### src/hw/rtl/sfxc_pkg.sv
`timescale 1ns / 1ps
// ----------------------------------------------------------------------------
// sfxc_pkg
// Shared constants and types for the SPI frame slave with XOR check.
// ----------------------------------------------------------------------------
package sfxc_pkg;

  // Default payload length in 32-bit words (1 to 3)
  localparam int PAYLOAD_WORDS_DEF = 3;
  localparam int MAX_PAYLOAD_BYTES = 12;

  localparam int BYTE_W   = 8;
  localparam int POS_W    = 4;
  localparam int COUNT_W  = 32;
  localparam int APB_DW   = 64;
  localparam int APB_AW   = 5;

  // Register index, taken from paddr[4:3]
  typedef enum logic [1:0] {
    REG_MASTER_HEADER = 2'd0,
    REG_SLAVE_HEADER  = 2'd1,
    REG_REPLY_LOW     = 2'd2,
    REG_REPLY_HIGH    = 2'd3
  } reg_index_t;

endpackage

### src/hw/rtl/spi_frame_slave_xor_check_unit.sv
`timescale 1ns / 1ps
// ----------------------------------------------------------------------------
// spi_frame_slave_xor_check_unit
// Byte-wise SPI slave framer: header hunt, payload capture, XOR check and
// reply byte generation.
// ----------------------------------------------------------------------------
// Usage:
//   s_* carries one received SPI byte per word. For every accepted word one
//   result word leaves on m_*: the reply byte to load for the next transfer,
//   m_tlast when the byte closed a frame, m_tuser when that frame checked,
//   plus the last good payload and the good/bad frame counters.
//   Configure the headers and the reply payload over APB while no word is
//   in flight; reads return the register contents.
//   A taken word passes the input register, then the result register,
//   before its result shows on m_*. Throughput is one word per cycle while
//   the receiver keeps m_tready high; the whole frame update (position,
//   running XOR, compare, latch) is one combinational pass between the two
//   registers.
//   When the receiver stalls, the result register holds and the input
//   register takes at most one more word, then s_tready drops.
//   Reset clears the frame tracker, the counters, the latched payload and
//   all configuration registers to zero.
// ----------------------------------------------------------------------------
module spi_frame_slave_xor_check_unit
  import sfxc_pkg::*;
#(
  parameter int PAYLOAD_WORDS = PAYLOAD_WORDS_DEF
) (
  input  logic              clk,
  input  logic              rst,
  // input stream
  input  logic              s_tvalid,
  output logic              s_tready,
  input  logic [7:0]        s_tdata,   // [7:0] rx_byte
  // result stream
  output logic              m_tvalid,
  input  logic              m_tready,
  // [7:0] tx_byte, [71:8] payload_low, [103:72] payload_high,
  // [135:104] good_frames, [167:136] bad_frames
  output logic [167:0]      m_tdata,
  output logic              m_tlast,   // frame_done
  output logic              m_tuser,   // frame_ok
  // configuration
  input  logic              psel,
  input  logic              penable,
  input  logic              pwrite,
  input  logic [APB_AW-1:0] paddr,
  input  logic [APB_DW-1:0] pwdata,
  output logic [APB_DW-1:0] prdata,
  output logic              pready
);

  localparam int PAYLOAD_BYTES = 4 * PAYLOAD_WORDS;
  localparam int FRAME_LEN     = PAYLOAD_BYTES + 2;
  localparam int IDX_W         = $clog2(PAYLOAD_BYTES);
  localparam logic [POS_W-1:0] PB_POS    = POS_W'(PAYLOAD_BYTES);
  localparam logic [POS_W:0]   FRAME_POS = (POS_W + 1)'(FRAME_LEN);

  // configuration registers
  logic [BYTE_W-1:0] master_header;
  logic [BYTE_W-1:0] slave_header;
  logic [63:0]       reply_low;
  logic [31:0]       reply_high;

  reg_index_t reg_sel;
  logic       cfg_write;

  assign pready    = 1'b1;
  assign reg_sel   = reg_index_t'(paddr[4:3]);
  assign cfg_write = psel && penable && pwrite && pready;

  always_ff @(posedge clk) begin
    if (rst) begin
      master_header <= '0;
      slave_header  <= '0;
      reply_low     <= '0;
      reply_high    <= '0;
    end else if (cfg_write) begin
      case (reg_sel)
        REG_MASTER_HEADER: master_header <= pwdata[7:0];
        REG_SLAVE_HEADER:  slave_header  <= pwdata[7:0];
        REG_REPLY_LOW:     reply_low     <= pwdata;
        REG_REPLY_HIGH:    reply_high    <= pwdata[31:0];
        default: ;
      endcase
    end
  end

  always_comb begin
    case (reg_sel)
      REG_MASTER_HEADER: prdata = {56'd0, master_header};
      REG_SLAVE_HEADER:  prdata = {56'd0, slave_header};
      REG_REPLY_LOW:     prdata = reply_low;
      REG_REPLY_HIGH:    prdata = {32'd0, reply_high};
      default:           prdata = '0;
    endcase
  end

  // input register
  logic              in_valid;
  logic [BYTE_W-1:0] in_byte;
  logic              advance;

  // result slot is free or draining this cycle
  assign advance  = !m_tvalid || m_tready;
  assign s_tready = !in_valid || advance;

  always_ff @(posedge clk) begin
    if (rst) begin
      in_valid <= 1'b0;
    end else if (s_tready) begin
      in_valid <= s_tvalid;
    end
  end

  always_ff @(posedge clk) begin
    if (s_tready && s_tvalid) begin
      in_byte <= s_tdata;
    end
  end

  // frame tracker state
  logic              frame_active;
  logic [POS_W-1:0]  byte_pos;
  logic [BYTE_W-1:0] run_xor;
  logic [BYTE_W-1:0] rx_buf       [PAYLOAD_BYTES];
  logic [BYTE_W-1:0] good_payload [PAYLOAD_BYTES];
  logic [COUNT_W-1:0] good_count;
  logic [COUNT_W-1:0] bad_count;

  logic              frame_active_next;
  logic [POS_W-1:0]  byte_pos_next;
  logic [BYTE_W-1:0] run_xor_next;
  logic [COUNT_W-1:0] good_count_next;
  logic [COUNT_W-1:0] bad_count_next;
  logic              buf_write;
  logic [POS_W-1:0]  buf_idx;
  logic              done;
  logic              ok;
  logic [POS_W-1:0]  tx_pos;
  logic [POS_W:0]    pos_inc;
  logic [BYTE_W-1:0] tx_byte;
  logic [95:0]       payload_vec;

  assign buf_idx = byte_pos - POS_W'(1);
  assign pos_inc = {1'b0, byte_pos} + (POS_W + 1)'(1);

  always_comb begin
    frame_active_next = frame_active;
    byte_pos_next     = byte_pos;
    run_xor_next      = run_xor;
    good_count_next   = good_count;
    bad_count_next    = bad_count;
    buf_write         = 1'b0;
    done              = 1'b0;
    ok                = 1'b0;
    tx_pos            = '0;
    if (!frame_active) begin
      // hunt for the master header; anything else is dropped
      if (in_byte == master_header) begin
        frame_active_next = 1'b1;
        byte_pos_next     = POS_W'(1);
        run_xor_next      = in_byte;
        tx_pos            = POS_W'(1);
      end
    end else begin
      if (byte_pos >= POS_W'(1) && byte_pos <= PB_POS) begin
        buf_write    = 1'b1;
        run_xor_next = run_xor ^ in_byte;
      end
      if (pos_inc < FRAME_POS) begin
        byte_pos_next = pos_inc[POS_W-1:0];
        tx_pos        = pos_inc[POS_W-1:0];
      end else begin
        // checksum byte: compare, count, restart the hunt
        done = 1'b1;
        ok   = (run_xor_next == in_byte);
        if (ok) begin
          good_count_next = good_count + COUNT_W'(1);
        end else begin
          bad_count_next = bad_count + COUNT_W'(1);
        end
        frame_active_next = 1'b0;
        byte_pos_next     = '0;
        run_xor_next      = '0;
      end
    end
  end

  sfxc_reply #(
    .PAYLOAD_WORDS(PAYLOAD_WORDS)
  ) u_reply (
    .pos         (tx_pos),
    .slave_header(slave_header),
    .reply_low   (reply_low),
    .reply_high  (reply_high),
    .tx_byte     (tx_byte)
  );

  logic step;
  assign step = advance && in_valid;

  always_ff @(posedge clk) begin
    if (rst) begin
      frame_active <= 1'b0;
      byte_pos     <= '0;
      run_xor      <= '0;
      good_count   <= '0;
      bad_count    <= '0;
      for (int i = 0; i < PAYLOAD_BYTES; i++) begin
        good_payload[i] <= '0;
      end
    end else if (step) begin
      frame_active <= frame_active_next;
      byte_pos     <= byte_pos_next;
      run_xor      <= run_xor_next;
      good_count   <= good_count_next;
      bad_count    <= bad_count_next;
      if (done && ok) begin
        for (int i = 0; i < PAYLOAD_BYTES; i++) begin
          good_payload[i] <= rx_buf[i];
        end
      end
    end
  end

  // receive buffer holds no reset: each entry is written before a latch
  always_ff @(posedge clk) begin
    if (step && buf_write) begin
      rx_buf[buf_idx[IDX_W-1:0]] <= in_byte;
    end
  end

  // payload as it stands after this byte; unused bytes read as zero
  always_comb begin
    payload_vec = '0;
    for (int i = 0; i < PAYLOAD_BYTES; i++) begin
      if (done && ok) begin
        payload_vec[8*i +: 8] = rx_buf[i];
      end else begin
        payload_vec[8*i +: 8] = good_payload[i];
      end
    end
  end

  // result register
  always_ff @(posedge clk) begin
    if (rst) begin
      m_tvalid <= 1'b0;
    end else if (advance) begin
      m_tvalid <= in_valid;
    end
  end

  always_ff @(posedge clk) begin
    if (step) begin
      m_tdata <= {bad_count_next, good_count_next, payload_vec[95:64],
                  payload_vec[63:0], tx_byte};
      m_tlast <= done;
      m_tuser <= ok;
    end
  end

endmodule

### src/hw/rtl/sfxc_reply.sv
`timescale 1ns / 1ps
// ----------------------------------------------------------------------------
// sfxc_reply
// Selects the reply frame byte for a given frame position: slave header,
// configured payload byte, or the XOR of header and payload.
// ----------------------------------------------------------------------------
module sfxc_reply
  import sfxc_pkg::*;
#(
  parameter int PAYLOAD_WORDS = PAYLOAD_WORDS_DEF
) (
  input  logic [POS_W-1:0]  pos,
  input  logic [BYTE_W-1:0] slave_header,
  input  logic [63:0]       reply_low,
  input  logic [31:0]       reply_high,
  output logic [BYTE_W-1:0] tx_byte
);

  localparam int PAYLOAD_BYTES = 4 * PAYLOAD_WORDS;
  localparam logic [POS_W-1:0] PB_POS = POS_W'(PAYLOAD_BYTES);

  logic [95:0]       reply_vec;
  logic [BYTE_W-1:0] reply_xor;
  logic [POS_W-1:0]  idx;

  assign reply_vec = {reply_high, reply_low};
  assign idx       = pos - POS_W'(1);

  // XOR over the header and the payload bytes that are actually sent
  always_comb begin
    reply_xor = slave_header;
    for (int i = 0; i < PAYLOAD_BYTES; i++) begin
      reply_xor = reply_xor ^ reply_vec[8*i +: 8];
    end
  end

  always_comb begin
    if (pos == '0) begin
      tx_byte = slave_header;
    end else if (pos <= PB_POS) begin
      tx_byte = reply_vec[{idx, 3'b000} +: 8];
    end else begin
      tx_byte = reply_xor;
    end
  end

endmodule
### config.mk
export PLATFORM = sky130hd
export DESIGN_NAME = spi_frame_slave_xor_check_unit
export DESIGN_NICKNAME = d
export VERILOG_FILES = /design/src/hw/rtl/sfxc_pkg.sv /design/src/hw/rtl/spi_frame_slave_xor_check_unit.sv /design/src/hw/rtl/sfxc_reply.sv
export SDC_FILE = /design/constraint.sdc
export NUM_CORES = 1
export LEC_CHECK = 0
export BUFFER_PORTS_ARGS = -buffer_cell sky130_fd_sc_hd__buf_2
export CAP_MARGIN = 0
export CORE_MARGIN = 10
export CORE_UTILIZATION = 58
export DETAILED_ROUTE_END_ITERATION = 16
export MAX_ROUTING_LAYER = met4
export PLACE_DENSITY_LB_ADDON = 0.3
export SYNTH_ARGS = -nofsm -noshare
export SYNTH_HDL_FRONTEND = slang
export SYNTH_SLANG_ARGS = --single-unit
export TNS_END_PERCENT = 50
### constraint.sdc
create_clock -name clk -period 13.03 [get_ports clk]
set_input_delay 0.6515 -clock clk [delete_from_list [all_inputs] [get_ports clk]]
set_output_delay 0.6515 -clock clk [all_outputs]
set_load 0.05 [all_outputs]
==> flow_summary.json, run 1 <==
{
  "status": "finished, final reports clean",
  "relSlewSlack_pct": 13.12,
  "core_area_um2": 43080,
  "htree_levels": 2,
  "dieArea_um2": 52280,
  "fp-row-count": 76,
  "grtUsageTotal_pct": 25.13,
  "p_int_mw": 2.835,
  "peakVddDrop_v": 0.0001199,
  "drc": 0,
  "dieHeight_um": 228.6,
  "yosysUniqueCellTypes": 62,
  "initial_core_util_pct": 58.62,
  "drtPass1Iterations": 6,
  "cts_tree": "done",
  "period_share_pct": 45.65,
  "syn_avg_cell_area_um2": 10.50,
  "grt_pass1_vias": 18510,
  "clock_power_share_pct": 40.6,
  "cts_buffer_depth": 3,
  "criticalPathCategory": "reg2reg",
  "wl_per_cell_um": 20.10,
  "grt_max_degree": 111,
  "vias_per_cell": 5.794,
  "num_io_pins": 321,
  "p_seq_share_pct": 52.9,
  "mostFrequentLayoutCell": "nand2_1",
  "worstPathRequired_ns": 13.47,
  "crit_fanout": 35,
  "syn-cell-area_um2": 25250,
  "ctsResizeCount": 0,
  "pre_cts_slack_ns": 7.221,
  "drive_gt1_share_pct": 17.11,
  "grt_pass1_wl_um": 102900,
  "setup_viol": 0,
  "critPathCaptureType": "flip-flop",
  "slew_violations": 0,
  "synth_cells": 2405,
  "area_growth_pct": 14.72,
  "port-buffer-count": 316,
  "startpoint_type": "flip-flop",
  "nets": 2754,
  "syn_nets": 2498,
  "switching_power_mw": 0.8743,
  "antenna_found_initial": 3,
  "fin_skew_ns": 0.02043,
  "grt_overflow_total": 0,
  "hold_viol": 0,
  "cts_buffers": 55,
  "power.density_nw_per_um2": 128.1,
  "worstMarginPinSlew_ns": 1.303,
  "cp.arrival_ns": 6.39,
  "postRouteAntennaNets": 0,
  "drtIter0Drc": 1777,
  "hp-class": "in2reg",
  "cts.sinks": 561,
  "yosysSeqAreaShare_pct": 59.15,
  "gp_congestion": 0.9559,
  "hold_buffers": 0,
  "max_freq_mhz": 168.1,
  "vias": 19090,
  "min_period_ns": 5.949,
  "clk_latency_ns": 0.62,
  "ys_seq_elements": 561,
  "rsz0062_at_grt": "no",
  "p_sw_share_pct": 23.57,
  "clkTransAtPathRegs_ns": 0.06,
  "die_x_um": 228.6,
  "tns_ns": 0,
  "dpl.hpwl_um": 44250,
  "p_leak_nw": 10.59,
  "ys.flop_type": "edfxtp_1",
  "setup_ws_ns": 7.081,
  "synth_edf_count": 370,
  "postRouteWirelength_um": 66200,
  "root_buffer": "clkbuf_16",
  "postCtsSetupRepairBufs": 0,
  "yosysWarnings": 0,
  "layout_common_cells": "558 x nand2_1, 370 x edfxtp_1, 315 x buf_2",
  "maxCapViolations": 0,
  "async_flop_share_pct": 0,
  "combPwrFrac_pct": 6.5
}
==> area by class of cell <==
| class | count | area [µm²] |
|---|---|---|
| clock buffer | 75 | 1518 |
| multi-input combinational | 1677 | 9713 |
| inverter | 27 | 107.6 |
| clock inverter | 27 | 193.9 |
| timing repair buffer | 339 | 1760 |
| fill | 3273 | 14110 |
| tap | 585 | 732.0 |
| antenna | 3 | 7.507 |
| sequential | 561 | 14930 |
==> power by group through the flow <==
stage	Clock [mW]	Combinational, mW	Sequential [mW]
3_5_place_dp	0	0.241	2.00
5_1_grt	1.60	0.255	1.97
3_3_place_gp	0	0.237	2.00
6_report	1.51	0.240	1.96
4_1_cts	1.53	0.242	1.96
2_1_floorplan	0	0.0780	2.09
==> synth_stat cells (all sizes together), types with 22 or more instances <==
| master | count | area share (%) |
|---|---|---|
| or4 | 46 | 1.4 |
| mux2i | 44 | 1.7 |
| nand2 | 560 | 8.3 |
| edfxtp | 370 | 44 |
| o21ai | 57 | 1.1 |
| or3 | 26 | 0.64 |
| nand4 | 23 | 0.57 |
| nor2 | 63 | 0.97 |
| nor3 | 30 | 0.61 |
| nor2b | 51 | 1.3 |
| and2 | 148 | 3.7 |
| dfxtp | 191 | 15 |
| nand3 | 67 | 1.3 |
| xnor2 | 136 | 4.7 |
| xor2 | 42 | 1.5 |
| and3 | 22 | 0.55 |
| o31ai | 37 | 1.1 |
| inv | 27 | 0.40 |
| clkbuf | 115 | 1.7 |
| a21oi | 180 | 3.6 |
| buf | 25 | 0.44 |
==> metal layers <==
metal | up-vias | GRT usage (%) | routed length (µm)
met5 | - | - | 0
met4 | 0 | 7.790 | 1869
met3 | 109 | 4.319 | 4641
met2 | 742 | 41.50 | 32850
met1 | 9280 | 31.17 | 26840
li1 | 8955 | - | -
==> worst paths after layout <==
kind,startpoint,to,slack [ns],cells past startpoint
setup / recovery,byte_pos[0],m_tdata[7],7.08,14
hold / removal,s_tdata[6],in_byte[6],0.21,1
setup reg to reg,byte_pos[0],m_tdata[7],7.08,14
hold reg to reg,bad_count[20],bad_count[20],0.49,2
==> registers in the layout, indices dropped and copies added, names as in the netlist <==
name           flops
run_xor            8
bad_count         32
rx_buf            96
m_tuser            1
in_valid           1
good_payload      96
reply_low         64
in_byte            8
m_tdata          168
byte_pos           4
slave_header       8
good_count        32
reply_high        32
m_tlast            1
m_tvalid           1
master_header      8
frame_active       1
==> through the flow <==
step	hold slack (ns)	instance area, µm²	instances	total power, mW	utilization [%]
CTS	0.1767	28960	3291	3.736	67.23
detailed placement	0.4776	27250	3189	2.243	63.25
floorplan	0.4519	25250	2405	2.169	-
finish	0.2133	28970	3294	3.710	67.24
global placement	0.4620	27250	3189	2.236	63.25
global route	0.1915	28970	3294	3.819	67.24
==> worst max-delay path, stage by stage, from the launching register on <==
cell       delay [ns]
dfxtp_1          0.51
inv_1            0.17
ha_1             0.56
o21ai_0          0.18
o2111ai_2        0.54
o31ai_2          0.15
buf_4            0.26
inv_2            0.55
ha_1             0.68
inv_1            0.35
nor2_1           0.10
mux2i_1          0.73
a211oi_1         0.12
or4_1            0.60
a31oi_1          0.25
==> logic make-up (layout without fill, tap and decap cells) <==
group | count (synthesis) | count (layout) | synth area share [%]
adder cells (fa/ha/maj) | 9 | 9 | 0.4460
AO/OA/AOI/OAI | 358 | 358 | 8.345
XOR/XNOR | 178 | 178 | 6.174
other | 1 | 4 | 0.01485
flip-flops | 561 | 561 | 59.15
multiplexers | 69 | 69 | 3.261
buffers and inverters | 167 | 468 | 2.552
AND/OR/NAND/NOR | 1062 | 1062 | 20.06
(Power assumes the default switching activity.)
==> run 2, diff against run 1 <==
--- a/config.mk
+++ b/config.mk
@@ -5,10 +5,11 @@
 export SDC_FILE = /design/constraint.sdc
 export NUM_CORES = 1
 export LEC_CHECK = 0
+export ABC_AREA = 1
 export BUFFER_PORTS_ARGS = -buffer_cell sky130_fd_sc_hd__buf_2
 export CAP_MARGIN = 0
 export CORE_MARGIN = 10
-export CORE_UTILIZATION = 58
+export CORE_UTILIZATION = 53
 export DETAILED_ROUTE_END_ITERATION = 16
 export MAX_ROUTING_LAYER = met4
 export PLACE_DENSITY_LB_ADDON = 0.3
==> constraint.sdc (replaced) <==
create_clock -name clk -period 5.1 [get_ports clk]
set_input_delay 0.255 -clock clk [delete_from_list [all_inputs] [get_ports clk]]
set_output_delay 0.255 -clock clk [all_outputs]
set_load 0.05 [all_outputs]
==> run 2 against run 1 <==
Effect of this change:
- sequential share of layout area decreased by 1.2 points
- worst setup slack got worse by 5.9 ns
- critical path depth increased by 2
- clock power increased to 2.7 times the previous value
- wire length increased by 0.29%
- sequential power increased to 2.6 times the previous value
- via count increased by 4.3%
- count of clock-buffer cells in the layout increased by 3
==> flow_summary.json, run 2 <==
{
  "yosysTopAreaCell": "edfxtp_1",
  "cp-startpoint": "byte_pos[0]",
  "postRouteAntennaNets": 0,
  "critPathCaptureType": "flip-flop",
  "antenna_found_initial": 1,
  "grt_max_degree": 118,
  "crit_top_cell": "nand2_1",
  "wl_per_cell_um": 17.75,
  "layout_common_cells": "479 x nand2_1, 373 x nor2_1, 370 x edfxtp_1",
  "synth_top_area_share_pct": 44.32,
  "gp_congestion": 0.9523,
  "cp.depth": 16,
  "maxCapViolations": 0,
  "yosysUniqueCellTypes": 42,
  "final_cells": 3741,
  "hp-class": "in2reg",
  "timing.rr.end": "good_payload[1][2]",
  "crit_fanout": 44,
  "dpl.hpwl_um": 44800,
  "drtIter0Drc": 1692,
  "ff2ff_setup_slack_ns": 1.15,
  "fillers": 3753,
  "period_share_pct": 77.42,
  "drc": 0,
  "pre_cts_slack_ns": 1.200,
  "rsz0062_at_grt": "no",
  "regArea_um2": 14930,
  "cts.sinks": 561,
  "multiInputGateArea_um2": 8269,
  "slowest_stage": "nand3_2",
  "drive_gt1_share_pct": 14.94,
  "grtUsageTotal_pct": 23.78,
  "core_area_um2": 46650,
  "cp.arrival_ns": 4.40,
  "ys_seq_elements": 561,
  "fp-row-count": 79,
  "dieArea_um2": 56390,
  "num_io_pins": 321,
  "clkTransAtPathRegs_ns": 0.07,
  "setup_viol": 0,
  "grt_use_met2_pct": 38.89,
  "relSlewSlack_pct": 19.62,
  "synth_edf_count": 370,
  "grt_pass1_wl_um": 105400,
  "criticalPathCategory": "reg2reg",
  "max_freq_mhz": 253.3,
  "grt_use_met1_pct": 29.60,
  "dieHeight_um": 237.5,
  "initial_core_util_pct": 53.73,
  "grt_util_met3_pct": 4.408,
  "cp_slowest_stage_delay_ns": 0.75,
  "root_buffer": "clkbuf_16",
  "grt_overflow_total": 0,
  "dpl_cell_area_um2": 27070,
  "worstPathRequired_ns": 5.55,
  "grt_pass1_vias": 19410,
  "p_leak_nw": 12.73,
  "synth_most_common_cell": "nand2_1",
  "final_area_um2": 29670,
  "crit_end": "good_payload[1][2]",
  "htree_levels": 2,
  "power.density_nw_per_um2": 337.8,
  "clk_latency_ns": 0.63,
  "startpoint_type": "flip-flop",
  "vias_per_cell": 5.321,
  "drtPass1Iterations": 6,
  "reg2reg_from": "byte_pos[0]",
  "grt.busiest_layer": "met2",
  "die_x_um": 237.5,
  "mostFrequentLayoutCell": "nand2_1",
  "cts_buffer_depth": 3,
  "cts_tree": "done",
  "syn_nets": 2832,
  "peakVddDrop_v": 0.0002799,
  "p_total_mw": 10.02,
  "tns_ns": 0,
  "largest_register_ffs": 168,
  "synthTopCellsByArea": "edfxtp_1 44%, dfxtp_1 15%, nand2_1 7.2%",
  "ys.flop_type": "edfxtp_1",
  "area_growth_pct": 18.35,
  "path_cells": "inv_1 -> ha_1 -> inv_1 -> nor2_1 -> nand2_2 -> nand2_4 -> nand2_1 -> nand2_1 -> nand2_1 -> nand2_1 -> nor2_2 -> nand3_4 -> nor2_8 -> nand3_2 -> buf_4 -> nor2_1",
  "hold_viol": 0,
  "async_flop_share_pct": 0,
  "nets": 3179,
  "vias": 19910,
  "path_buf_inv": 3,
  "yosysWarnings": 0,
  "cts_buffers": 57,
  "dp.cells": 3559,
  "worstMarginPinSlew_ns": 1.204,
  "rr_worst_depth": 16,
  "ys_top_cells_by_count": "481 x nand2_1, 373 x nor2_1, 370 x edfxtp_1, 343 x inv_1, 244 x o21ai_0",
  "hold_path.startpoint": "rst",
  "status": "finished, final reports clean",
  "yosysSeqAreaShare_pct": 59.58,
  "fin_skew_ns": 0.03386,
  "min_period_ns": 3.948,
  "postRouteWirelength_um": 66390,
  "path_delay_family": "simple AND/OR/NAND/NOR gates",
  "syn-cell-area_um2": 25070,
  "slew_violations": 0,
  "setup_ws_ns": 1.152,
  "syn_avg_cell_area_um2": 9.152,
  "regMostFlops": "m_tdata",
  "port-buffer-count": 316,
  "synth_cells": 2739
}
[run 2: through the flow]
stage	hold slack (ns)	util, %
5_1_grt	0.1581	63.59
3_5_place_dp	0.4347	58.02
3_3_place_gp	0.4338	58.02
2_1_floorplan	0.3539	-
4_1_cts	0.1272	63.58
6_report	0.1669	63.59
[run 2: kinds of logic (layout without fill, tap and decap cells)]
family	after synthesis	after routing	share of synthesized area [%]
simple gates	1098	1098	18.26
flops	561	561	59.58
buf+inv	478	872	7.472
compound gates	459	459	9.459
xor+xnor	133	133	4.767
fa+ha+maj	9	9	0.4492
other cells	1	2	0.01496
[run 2: how the worst min path moves through the flow]
stage                     to  depth (start not counted)
2_1_floorplan     in_byte[0]                          0
3_5_place_dp      in_byte[5]                          1
5_1_grt        bad_count[29]                          4
6_report       bad_count[29]                          4
3_3_place_gp      in_byte[4]                          1
4_1_cts        bad_count[30]                          4
[run 2: area by class of cell]
type,instances,share of cell area [%]
Antenna cell,1,0.008435
Clock buffer,78,5.420
Clock inverter,28,0.7971
Inverter,350,4.462
Multi-Input combinational cell,1700,27.87
Sequential cell,561,50.34
Tap cell,607,2.560
Timing Repair Buffer,416,8.536
[run 2: layer usage]
layer / up-vias / part of all wire, %
li1: 9683 / -
met1: 9286 / 41
met2: 828 / 49
met3: 110 / 7.4
met4: 0 / 2.9
met5: - / 0
[run 2: worst register-to-register path: stages (launching register included)]
cell	delay, ns
dfxtp_1	0.40
inv_1	0.14
ha_1	0.27
inv_1	0.09
nor2_1	0.06
nand2_2	0.21
nand2_4	0.14
nand2_1	0.08
nand2_1	0.06
nand2_1	0.06
nand2_1	0.07
nor2_2	0.19
nand3_4	0.17
nor2_8	0.29
nand3_2	0.76
buf_4	0.59
nor2_1	0.18
[run 2: what timing repair did]
action | in CTS | in global routing
hold buffers | 75 | 0
setup buffers | 0 | 0
resized for setup | 0 | 0
endpoints found under the hold margin | 117 | 0
[run 2: power breakdown]
group / total, mW / internal, mW / switching, mW
clock: 4.07 / 2.32 / 1.76
sequential: 5.10 / 5.00 / 0.101
combinational: 0.845 / 0.239 / 0.606
